[src/rtl/spi_radio_register_access_assert.svh]
// Assertion macros shared by the radio register access block.
// Clock and reset are the block's own ports: clk_i and rst_ni.
`ifndef SPI_RADIO_REGISTER_ACCESS_ASSERT_SVH
`define SPI_RADIO_REGISTER_ACCESS_ASSERT_SVH

// Same-cycle implication.
`define SRA_ASSERT_NOW(lbl, ante, cons) \
  lbl: assert property (@(posedge clk_i) disable iff (!rst_ni) (ante) |-> (cons)) \
    else $error("sra: same-cycle check failed");

// Next-cycle implication.
`define SRA_ASSERT_NEXT(lbl, ante, cons) \
  lbl: assert property (@(posedge clk_i) disable iff (!rst_ni) (ante) |=> (cons)) \
    else $error("sra: next-cycle check failed");

`endif

[src/rtl/sra_pkg.sv]
// ----------------------------------------------------------------------------
// sra_pkg
// Types and codes for the SPI radio register access block.
// ----------------------------------------------------------------------------
package sra_pkg;

  localparam logic [1:0] OpTick   = 2'd0;
  localparam logic [1:0] OpAccess = 2'd1;
  localparam logic [1:0] OpStrobe = 2'd2;
  localparam logic [1:0] OpLoad   = 2'd3;

  localparam logic [2:0] PhIdle    = 3'd0;
  localparam logic [2:0] PhWait    = 3'd1;
  localparam logic [2:0] PhHdrLow  = 3'd2;
  localparam logic [2:0] PhHdrHigh = 3'd3;
  localparam logic [2:0] PhDatLow  = 3'd4;
  localparam logic [2:0] PhDatHigh = 3'd5;
  localparam logic [2:0] PhGap     = 3'd6;

  localparam int unsigned FlRead   = 0;
  localparam int unsigned FlBurst  = 1;
  localparam int unsigned FlStrobe = 2;

  localparam logic [1:0] RxNone   = 2'd0;
  localparam logic [1:0] RxStatus = 2'd1;
  localparam logic [1:0] RxData   = 2'd2;

  localparam logic [7:0] HalfPeriodReset = 8'd1;
  localparam logic [7:0] MsbMask         = 8'h80;

  typedef struct packed {
    logic [1:0] op;
    logic [7:0] header;
    logic [7:0] length;
    logic [7:0] wr_data;
    logic       miso;
  } in_word_t;

  typedef struct packed {
    logic       cs_n;
    logic       sclk;
    logic       mosi;
    logic [7:0] rx_byte;
    logic [1:0] rx_kind;
    logic       need_data;
    logic       busy_res;
    logic       last;
  } out_word_t;

  typedef struct packed {
    logic [2:0] phase;
    logic [7:0] tick_count;
    logic [2:0] bit_count;
    logic [7:0] tx_shift;
    logic [7:0] rx_shift;
    logic [7:0] bytes_left;
    logic [2:0] access_flags;
    logic       hold_full;
  } state_t;

endpackage

[src/rtl/sra_step.sv]
// ----------------------------------------------------------------------------
// sra_step
// Next-state and result logic for one source clock tick.
// ----------------------------------------------------------------------------
module sra_step (
  input  sra_pkg::in_word_t  in_i,
  input  sra_pkg::state_t    st_i,
  input  logic [7:0]         hold_byte_i,
  input  logic [7:0]         half_period_i,
  output sra_pkg::state_t    st_o,
  output logic [7:0]         hold_byte_o,
  output sra_pkg::out_word_t res_o
);

  logic [7:0] h;
  logic [7:0] tick_inc;
  logic       do_next;
  logic       sclk;
  logic       last;
  logic [7:0] rx_byte;
  logic [1:0] rx_kind;

  assign h        = (half_period_i == 8'd0) ? 8'd1 : half_period_i;
  assign tick_inc = st_i.tick_count + 8'd1;

  always_comb begin
    st_o        = st_i;
    hold_byte_o = hold_byte_i;
    do_next     = 1'b0;
    sclk        = 1'b0;
    last        = 1'b0;
    rx_byte     = 8'd0;
    rx_kind     = sra_pkg::RxNone;

    if (in_i.op == sra_pkg::OpLoad) begin
      hold_byte_o  = in_i.wr_data;
      st_o.hold_full = 1'b1;
    end

    unique case (st_i.phase)
      sra_pkg::PhIdle: begin
        if (in_i.op == sra_pkg::OpAccess || in_i.op == sra_pkg::OpStrobe) begin
          st_o.tx_shift     = in_i.header;
          st_o.rx_shift     = 8'd0;
          st_o.tick_count   = 8'd0;
          st_o.bit_count    = 3'd0;
          st_o.access_flags = 3'd0;
          if (in_i.op == sra_pkg::OpStrobe) begin
            st_o.access_flags[sra_pkg::FlStrobe] = 1'b1;
            st_o.bytes_left   = 8'd0;
          end else begin
            st_o.access_flags[sra_pkg::FlRead]  = in_i.header[7];
            st_o.access_flags[sra_pkg::FlBurst] = in_i.header[6];
            st_o.bytes_left   = in_i.header[6] ? in_i.length : 8'd1;
          end
          st_o.phase = sra_pkg::PhWait;
        end
      end
      sra_pkg::PhWait: begin
        if (!in_i.miso) begin
          st_o.phase      = sra_pkg::PhHdrLow;
          st_o.tick_count = 8'd0;
          st_o.bit_count  = 3'd0;
        end
      end
      sra_pkg::PhGap: begin
        do_next = 1'b1;
      end
      sra_pkg::PhHdrLow, sra_pkg::PhDatLow: begin
        st_o.tick_count = tick_inc;
        if (tick_inc >= h) begin
          // rising edge: sample miso
          st_o.tick_count = 8'd0;
          st_o.rx_shift   = {st_i.rx_shift[6:0], in_i.miso};
          st_o.phase      = st_i.phase + 3'd1;
          sclk            = 1'b1;
        end
      end
      sra_pkg::PhHdrHigh, sra_pkg::PhDatHigh: begin
        st_o.tick_count = tick_inc;
        if (tick_inc >= h) begin
          // falling edge: shift out the next bit
          st_o.tick_count = 8'd0;
          st_o.tx_shift   = {st_i.tx_shift[6:0], 1'b0};
          if (st_i.bit_count == 3'd7) begin
            if (st_i.phase == sra_pkg::PhHdrHigh) begin
              rx_byte = st_i.rx_shift;
              rx_kind = sra_pkg::RxStatus;
            end else if (st_i.access_flags[sra_pkg::FlRead]) begin
              rx_byte = st_i.rx_shift;
              rx_kind = sra_pkg::RxData;
            end
            do_next = 1'b1;
          end else begin
            st_o.bit_count = st_i.bit_count + 3'd1;
            st_o.phase     = (st_i.phase == sra_pkg::PhHdrHigh) ? sra_pkg::PhHdrLow
                                                                 : sra_pkg::PhDatLow;
          end
        end else begin
          sclk = 1'b1;
        end
      end
      default: begin
        st_o.phase = sra_pkg::PhIdle;
      end
    endcase

    if (do_next) begin
      priority if (st_o.bytes_left == 8'd0) begin
        st_o.phase = sra_pkg::PhIdle;
        last       = 1'b1;
      end else if (st_o.access_flags[sra_pkg::FlRead]) begin
        st_o.tx_shift   = 8'd0;
        st_o.bytes_left = st_o.bytes_left - 8'd1;
        st_o.phase      = sra_pkg::PhDatLow;
      end else if (st_o.hold_full) begin
        st_o.tx_shift   = hold_byte_o;
        st_o.hold_full  = 1'b0;
        st_o.bytes_left = st_o.bytes_left - 8'd1;
        st_o.phase      = sra_pkg::PhDatLow;
      end else begin
        st_o.phase = sra_pkg::PhGap;
      end
      if (!last) begin
        st_o.tick_count = 8'd0;
        st_o.bit_count  = 3'd0;
      end
    end

    res_o.cs_n      = (st_o.phase == sra_pkg::PhIdle);
    res_o.sclk      = sclk;
    res_o.mosi      = (st_o.phase >= sra_pkg::PhHdrLow && st_o.phase <= sra_pkg::PhDatHigh)
                      ? |(st_o.tx_shift & sra_pkg::MsbMask) : 1'b0;
    res_o.rx_byte   = rx_byte;
    res_o.rx_kind   = rx_kind;
    res_o.need_data = (st_o.phase != sra_pkg::PhIdle) &&
                      !st_o.access_flags[sra_pkg::FlRead] &&
                      !st_o.access_flags[sra_pkg::FlStrobe] &&
                      (st_o.bytes_left != 8'd0) && !st_o.hold_full;
    res_o.busy_res  = (st_o.phase != sra_pkg::PhIdle);
    res_o.last      = last;
  end

endmodule

[src/rtl/spi_radio_register_access.sv]
// ----------------------------------------------------------------------------
// spi_radio_register_access
// SPI master (mode 0, MSB first) running radio register transactions.
// ----------------------------------------------------------------------------
// Each input word is one tick of the source clock and yields exactly one
// output word carrying the serial pin levels and any received byte. The block
// takes one word per cycle sustained while out_stall_i stays low; each word
// passes through the input register, then the tick logic into the result
// register, where it is offered at the output. The tick logic reads and
// updates the transaction state in the same cycle, so that state loop sets
// the rate. A start word (op 1 register access, op 2 command strobe) drops
// chip select, waits while MISO is high, then shifts the header and returns
// the status byte; reads then return each data byte, writes pull bytes from a
// one-byte holding register (op 3) and raise need_data while it is empty.
// cfg_wdata_i, written with cfg_we_i, sets the serial clock half period in
// ticks (0 acts as 1); write it only while idle.
// ----------------------------------------------------------------------------
`include "spi_radio_register_access_assert.svh"

module spi_radio_register_access (
  input  logic               clk_i,
  input  logic               rst_ni,
  input  logic               cfg_we_i,
  input  logic [7:0]         cfg_wdata_i,
  input  logic               in_valid_i,
  output logic               in_stall_o,
  input  sra_pkg::in_word_t  in_data_i,
  output logic               out_valid_o,
  input  logic               out_stall_i,
  output sra_pkg::out_word_t out_data_o
);

  logic [7:0]         half_period_q;
  logic               in_valid_q;
  sra_pkg::in_word_t  in_q;
  sra_pkg::state_t    st_q, st_d;
  logic [7:0]         hold_byte_q, hold_byte_d;
  logic               out_valid_q;
  sra_pkg::out_word_t out_q, res_d;
  logic               accept;
  logic               advance;

  // Advance a held tick whenever the result register is free or draining.
  assign advance    = in_valid_q && (!out_valid_q || !out_stall_i);
  assign in_stall_o = in_valid_q && !advance;
  assign accept     = in_valid_i && !in_stall_o;

  always_ff @(posedge clk_i or negedge rst_ni) begin
    if (!rst_ni) begin
      half_period_q <= sra_pkg::HalfPeriodReset;
    end else if (cfg_we_i) begin
      half_period_q <= cfg_wdata_i;
    end
  end

  // Input register: hold the word until the tick logic takes it.
  always_ff @(posedge clk_i or negedge rst_ni) begin
    if (!rst_ni) begin
      in_valid_q <= 1'b0;
    end else if (accept) begin
      in_valid_q <= 1'b1;
    end else if (advance) begin
      in_valid_q <= 1'b0;
    end
  end

  always_ff @(posedge clk_i) begin
    if (accept) begin
      in_q <= in_data_i;
    end
  end

  sra_step u_step (
    .in_i          (in_q),
    .st_i          (st_q),
    .hold_byte_i   (hold_byte_q),
    .half_period_i (half_period_q),
    .st_o          (st_d),
    .hold_byte_o   (hold_byte_d),
    .res_o         (res_d)
  );

  // Transaction state moves only when a tick is consumed.
  always_ff @(posedge clk_i or negedge rst_ni) begin
    if (!rst_ni) begin
      st_q <= '0;
    end else if (advance) begin
      st_q <= st_d;
    end
  end

  // Holding register has no reset; hold_full guards every read.
  always_ff @(posedge clk_i) begin
    if (advance) begin
      hold_byte_q <= hold_byte_d;
    end
  end

  // Result register.
  always_ff @(posedge clk_i or negedge rst_ni) begin
    if (!rst_ni) begin
      out_valid_q <= 1'b0;
    end else if (advance) begin
      out_valid_q <= 1'b1;
    end else if (!out_stall_i) begin
      out_valid_q <= 1'b0;
    end
  end

  always_ff @(posedge clk_i) begin
    if (advance) begin
      out_q <= res_d;
    end
  end

  assign out_valid_o = out_valid_q;
  assign out_data_o  = out_q;

  // A finished transaction leaves the sequencer idle.
  `SRA_ASSERT_NEXT(a_last_goes_idle, advance && res_d.last, st_q.phase == sra_pkg::PhIdle)
  // A freshly loaded result reports busy exactly when the state is not idle.
  `SRA_ASSERT_NEXT(a_busy_matches, advance, out_q.busy_res == (st_q.phase != sra_pkg::PhIdle))
  // A stalled tick stays in the input register unchanged.
  `SRA_ASSERT_NEXT(a_in_hold, in_valid_q && !advance, in_valid_q && $stable(in_q))
  // Chip select and busy never disagree.
  `SRA_ASSERT_NOW(a_cs_busy, out_valid_q, out_q.cs_n != out_q.busy_res)

endmodule
[config.mk]
export PLATFORM = sky130hd
export DESIGN_NAME = spi_radio_register_access
export DESIGN_NICKNAME = d
export VERILOG_FILES = /design/src/rtl/sra_pkg.sv /design/src/rtl/sra_step.sv /design/src/rtl/spi_radio_register_access.sv
export VERILOG_INCLUDE_DIRS = /design/src /design/src/rtl
export SDC_FILE = /design/constraint.sdc
export NUM_CORES = 1
export LEC_CHECK = 0
export ABC_AREA = 1
export ABC_CLOCK_PERIOD_IN_PS = 2880
export BUFFER_PORTS_ARGS = -buffer_cell sky130_fd_sc_hd__buf_2
export CAP_MARGIN = 10
export CELL_PAD_IN_SITES_DETAIL_PLACEMENT = 0
export CELL_PAD_IN_SITES_GLOBAL_PLACEMENT = 1
export CORE_ASPECT_RATIO = 1.4
export CORE_MARGIN = 1.5
export CORE_UTILIZATION = 41
export CTS_CLUSTER_SIZE = 14
export DETAILED_ROUTE_END_ITERATION = 8
export PLACE_DENSITY = 0.77
export SYNTH_ARGS = -nofsm -noshare
export SYNTH_HDL_FRONTEND = slang
export SYNTH_SLANG_ARGS = --single-unit
[constraint.sdc]
create_clock -name clk_i -period 2.88 [get_ports clk_i]
set_clock_uncertainty 0.05 [all_clocks]
set_input_delay 0.576 -clock clk_i [delete_from_list [all_inputs] [get_ports clk_i]]
set_output_delay 0.576 -clock clk_i [all_outputs]
set_load 0.01 [all_outputs]
==> flow_metrics.tcl, run 1 <==
set metrics [dict create \
    status "complete, but fails checks" \
    violations "setup timing" \
    grt_pass1_wl_um 20900 \
    groute.usage.overall_pct 18.9 \
    crit_type "reg2reg" \
    endpoint_kind "flop" \
    fp.dieW_um 100 \
    synth-async-reset-ratio_pct 50.0 \
    drive_gt1_share_pct 28.5 \
    rows 49 \
    chipHeight_um 139 \
    setup_viol 22 \
    switching_power_uw 2720 \
    pwr-share-comb_pct 50.2 \
    rsz0062_at_grt "true" \
    drtAntennaViolNets 0 \
    required_ns 2.96 \
    dr.first_iter.drc_count 137 \
    wl_um 12900 \
    fillCellCount 1188 \
    fmax_ghz 0.326 \
    grt_max_degree 52 \
    vias 4562 \
    antennaDiodeCount 0 \
    cts-root-buf "clkbuf_16" \
    worst_pin_slew_ns 0.682 \
    ys_seq_area_share_pct 51.9 \
    wl_met3_um 514 \
    synthFlopType "edfxtp_1" \
    cts_buffers 9 \
    finalCritPeriodShare_pct 107 \
    worstSetupStartpointType "flop" \
    sw_frac_of_total_pct 42.5 \
    clk_path_buf_depth 2 \
    grt_pass1_vias 4452 \
    place_area_um2 6230 \
    ios 58 \
    drc 0 \
    syn_area_per_cell_um2 8.82 \
    post_drt_wl_per_cell_um 14.6 \
    final.min_clock_period_ns 3.07 \
    slew-limit-headroom_pct 54.5 \
    synth_nets 672 \
    synth_edf_count 51 \
    htreeDepth 3 \
    leakage_uw 0.00328 \
    dpl.hpwl_um 8960 \
    nets 786 \
    hold_path_class "in2async" \
    netlist_area_um2 5410 \
    ys_ff_latch 102 \
    cts_tree "done" \
    maxCapViolCount 0 \
    arrival_ns 3.15 \
    ir_drop_uv 402 \
    area_delta_synth_final_pct 27.6 \
    start_util_pct 42.1 \
    wl_met2_um 6720 \
    power_density_nw_per_um2 926 \
    cts_hold_buf 0 \
    maxSlewViolCount 0 \
    grt_overflow 0 \
    internal_power_uw 3680 \
    pwr-share-seq_pct 31.4 \
    highest_layer "met4" \
    p_total_uw 6400 \
    finalWorstSetupSlack_ns -0.192 \
    crit_path_max_fanout 4 \
    finalHoldViolations 0 \
    gp_congestion 0.933 \
    drt-met1-wl_um 5320 \
    first_pass_iters 4 \
    cts.reportedPaths.clkPinSlew_ns 0.07 \
    design.core.area_um2 12900 \
    clkPwrFrac_pct 18.4 \
    syn_inst 614 \
    numPortBuffers 57 \
    dieArea_um2 13900 \
    final_area_um2 6910 \
    vias_per_cell 5.15 \
    antenna_found_initial 0 \
    clock_latency_ns 0.36 \
    synth.distinct_cells 44 \
    cts_num_sinks 102 \
    yosys_warnings 0 \
]
worst max-delay path, cell delays in order (launching register included):
cell and delay, ns:
dfrtp_1 0.41, buf_4 0.14, ha_1 0.21, nand3_1 0.13
buf_4 0.13, xor2_1 0.14, inv_1 0.09, ha_1 0.27
nand2_1 0.04, nor2_1 0.12, nand2_2 0.10, nand2_4 0.10
buf_4 0.12, nand2_2 0.06, nand3_1 0.08, nand2_2 0.07
o21ai_4 0.20, nand3_4 0.12, nor2_4 0.13, nor2_1 0.05
nand2_1 0.05, inv_1 0.03
power by group through the flow:
stage | Clock [uW] | Sequential [uW] | Combinational [uW]
finish | 1180 | 2010 | 3210
global route | 1260 | 2030 | 3520
CTS | 1200 | 2010 | 2910
detailed placement | 0 | 2030 | 2740
global placement | 0 | 2030 | 2700
floorplan | 0 | 2010 | 1840
cell usage in the layout, fill, tap and decap left out, types with 4 or more instances in the layout:
master and count:
o22ai_2 4, dfrtp_1 50, nand2_1 166, inv_1 69, edfxtp_1 51, nor2_4 5
nand3_1 46, nor3_1 10, buf_12 4, o21ai_1 18, o22ai_1 6, buf_4 51
inv_2 7, nand3_2 9, buf_2 57, clkbuf_16 10, nand4_1 7, buf_6 5
nand2_4 5, a21oi_1 9, nand2_2 14, o211ai_1 4, ha_1 16, nor2_1 21
o21ai_0 28, xor2_1 5, a22oi_1 6
Yosys cell counts (all sizes together), types with 2 or more instances:
library cell / number / area share (%)
o211ai: 4 / 0.55
a21oi: 14 / 1.5
dfrtp: 50 / 23
buf: 7 / 0.92
a31oi: 3 / 0.35
xor2: 5 / 0.81
nand4: 7 / 0.81
edfxtp: 51 / 28
nor3: 12 / 1.1
o22ai: 10 / 1.2
a22oi: 7 / 0.97
or2: 2 / 0.23
nand3: 58 / 6.0
ha: 18 / 4.2
clkbuf: 9 / 0.62
o2bb2ai: 2 / 0.32
nor2: 31 / 3.2
nand2: 187 / 14
o21ai: 49 / 4.5
inv: 79 / 5.7
state kept, by name (all words and copies together), names as in the netlist:
register and count:
half_period_q 8, hold_byte_q 8, in_q 27, in_valid_q 1, out_data_o 16, out_valid_o 1
st_q 41
routing by layer:
layer,GRT usage (%),vias up
met4,7.71,0
met3,3.23,24
li1,-,2278
met5,0,-
met1,21.8,2136
met2,34.1,124
worst paths after layout:
path	from	end	slack [ns]	depth (start not counted)
setup / recovery	st_q[31]	out_data_o[2]	-0.19	21
hold / removal	rst_ni	st_q[34]	0.16	2
setup reg to reg	st_q[31]	out_data_o[2]	-0.19	21
hold reg to reg	st_q[27]	st_q[27]	0.44	2
max in group asynchronous	rst_ni	half_period_q[0]	2.32	2
min in group clk_i	in_data_i[2]	in_q[2]	0.33	1
through the flow:
step | std cells | util, % | setup slack [ns] | hold slack [ns] | TNS, ns
3_3_place_gp | 856 | 48.4 | -0.0916 | 0.417 | -0.182
2_1_floorplan | 614 | - | 0.0173 | 0.230 | 0
5_1_grt | 886 | 53.7 | -0.375 | 0.178 | -9.27
3_5_place_dp | 856 | 48.4 | -0.166 | 0.426 | -1.24
6_report | 886 | 53.7 | -0.192 | 0.156 | -1.88
4_1_cts | 879 | 52.0 | -0.101 | 0.176 | -0.442
cell type report:
cell class | instances | area (um^2) | area share [%]
Clock buffer | 10 | 229 | 3.31
Clock inverter | 6 | 56.3 | 0.815
Inverter | 80 | 313 | 4.53
Multi-Input combinational cell | 416 | 2450 | 35.5
Sequential cell | 102 | 2810 | 40.7
Tap cell | 153 | 191 | 2.77
Timing Repair Buffer | 119 | 857 | 12.4
kinds of logic (layout without fill, tap and decap cells):
family	after synthesis	count (layout)	share of synthesized area, %
buf+inv	96	215	7.28
fa+ha+maj	18	18	4.16
flops	102	102	51.9
simple gates	299	299	25.7
xor+xnor	5	5	0.809
compound gates	94	94	10.1
what timing repair did:
action                                  CTS  global route
resized for setup                        28            41
pin swaps                                13            18
endpoints found under the hold margin     0             0
cloned                                    1             1
endpoints found under the setup margin   31            44
buffers inserted                          6             6
No activity file was read; power rests on OpenSTA's default activity.
==> run 2, diff against run 1 <==
- ABC_CLOCK_PERIOD_IN_PS: 2880 -> 3800
- CORE_UTILIZATION: 41 -> 48
- PLACE_DENSITY: 0.77 -> 0.92
- clock period: 2.88 -> 3.8 ns (I/O delays scaled with it)
==> run 2 against run 1 <==
Net effect: the run now ends clean; register-to-register slack improved by 0.63 ns; global-route usage increased by 1.2 points; critical path depth decreased by 1; total power decreased by 35%; core utilization increased by 2.4 points; combinational power decreased by 45%; largest cell class unchanged.
==> flow_metrics.tcl, run 2 (synthesized netlist as in run 1, its figures left out) <==
set metrics [dict create \
    status "completed" \
    worst_pin_slew_ns 1.01 \
    path_buf_inv 4 \
    slew-limit-headroom_pct 32.6 \
    grt_pass1_vias 4056 \
    finalWorstSetupSlack_ns 0.435 \
    chipHeight_um 129 \
    maxCapViolCount 0 \
    antenna_found_initial 0 \
    cp_common_cell "nand2_1" \
    cts_buffers 9 \
    multi_input_area_um2 2220 \
    finalCritPeriodShare_pct 88.6 \
    dieArea_um2 11900 \
    ios 58 \
    tns_ns 0 \
    cp_cell_sequence "inv_1, nor3_2, nand4_1, nor2_1, xor2_1, inv_1, ha_1, nand2_1, o21a_1, nand2_2, buf_4, nand2_1, nand3_1, nand2_1, o21ai_1, nand3_1, nor2_2, nor2_1, nand2_1, inv_1" \
    rows 45 \
    regMostFlops "st_q" \
    fin_cells 818 \
    ir_drop_uv 335 \
    leakage_uw 0.00292 \
    grt_pass1_wl_um 18700 \
    power_density_nw_per_um2 680 \
    final_cell_mix "174 x nand2_1, 72 x inv_1, 57 x buf_2" \
    nets 730 \
    vias_per_cell 5.19 \
    gp_congestion 0.878 \
    grt_max_degree 49 \
    crit_type "reg2reg" \
    cts.reportedPaths.clkPinSlew_ns 0.07 \
    dpl_worst_slack_ns 0.367 \
    cts_tree "done" \
    rsz0062_at_grt "false" \
    antennaDiodeCount 0 \
    crit_path_max_fanout 9 \
    hold_path_class "in2async" \
    dpl.hpwl_um 8150 \
    mostFrequentLayoutCell "nand2_1" \
    arrival_ns 3.43 \
    wl_um 11100 \
    grt_overflow 0 \
    finalHoldViolations 0 \
    fillCellCount 1020 \
    htreeDepth 3 \
    final.min_clock_period_ns 3.37 \
    post_drt_wl_per_cell_um 13.6 \
    worst_path_max_delay_cell "dfrtp_1" \
    numPortBuffers 57 \
    design.core.area_um2 10900 \
    maxSlewViolCount 0 \
    clk_path_buf_depth 2 \
    p_total_uw 4160 \
    place_inst 802 \
    path_delay_family "simple AND/OR/NAND/NOR gates" \
    area_delta_synth_final_pct 13.1 \
    fmax_ghz 0.297 \
    ff_latch_area_um2 2810 \
    setup_viol 0 \
    first_pass_iters 4 \
    fp.dieW_um 92.8 \
    dr.first_iter.drc_count 235 \
    vias 4249 \
    clock_latency_ns 0.35 \
    cts_num_sinks 102 \
    drtAntennaViolNets 0 \
    cts-root-buf "clkbuf_16" \
    worstSetupStartpointType "flop" \
    drc 0 \
    groute.usage.overall_pct 20.1 \
    rr_startpoint "st_q[33]" \
    drive_gt1_share_pct 17.1 \
    max_stage_delay_ns 0.40 \
    required_ns 3.86 \
    endpoint_kind "flop" \
    largest_reg_flops 41 \
    worstSetupStartpoint "st_q[33]" \
    fin_hold_ws_ns 0.403 \
    start_util_pct 49.6 \
]
run 2: metrics by stage:
step,utilization [%],cell area (um^2)
floorplan,-,5410
global placement,53.5,5840
detailed placement,53.5,5840
CTS,56.0,6120
global route,56.0,6120
finish,56.0,6120
run 2: path summary, 6_finish.rpt:
path	endpoint	slack (ns)	cells past startpoint
setup / recovery	out_data_o[2]	0.43	20
hold / removal	st_q[24]	0.40	1
setup reg to reg	out_data_o[2]	0.43	20
hold reg to reg	st_q[27]	0.44	2
max in group asynchronous	st_q[40]	2.50	2
min in group clk_i	st_q[27]	0.44	2
run 2: layout make-up:
class                      count  area share [%]
clock buffer                  10            3.74
clock inverter                 6           0.756
multi-input combinational    416            36.3
sequential                   102            45.9
timing repair buffer          63            5.40
inverter                      80            5.07
tap                          141            2.88
run 2: power breakdown:
part	leakage [uW]	switching (uW)	internal, uW
sequential	0.00116	138	1400
combinational	0.00163	1220	555
clock	0.000129	407	449
run 2: repair_timing:
action,in CTS,in global routing
buffers inserted,0,0
hold buffers,0,0
setup endpoints to repair,0,1
resized for setup,0,1
run 2: metal layers:
| layer | wire (um) | track usage (%) |
|---|---|---|
| met3 | 415 | 4.08 |
| met1 | 4700 | 23.3 |
| met5 | 0 | 0 |
| met2 | 5660 | 35.9 |
| met4 | 314 | 8.65 |
run 2: worst reg2reg max path, cell delays in order, from the launching register on:
cell	delay, ns
dfrtp_1	0.40
inv_1	0.08
nor3_2	0.26
nand4_1	0.14
nor2_1	0.15
xor2_1	0.16
inv_1	0.08
ha_1	0.29
nand2_1	0.07
o21a_1	0.22
nand2_2	0.17
buf_4	0.19
nand2_1	0.09
nand3_1	0.07
nand2_1	0.07
o21ai_1	0.21
nand3_1	0.15
nor2_2	0.15
nor2_1	0.05
nand2_1	0.05
inv_1	0.03
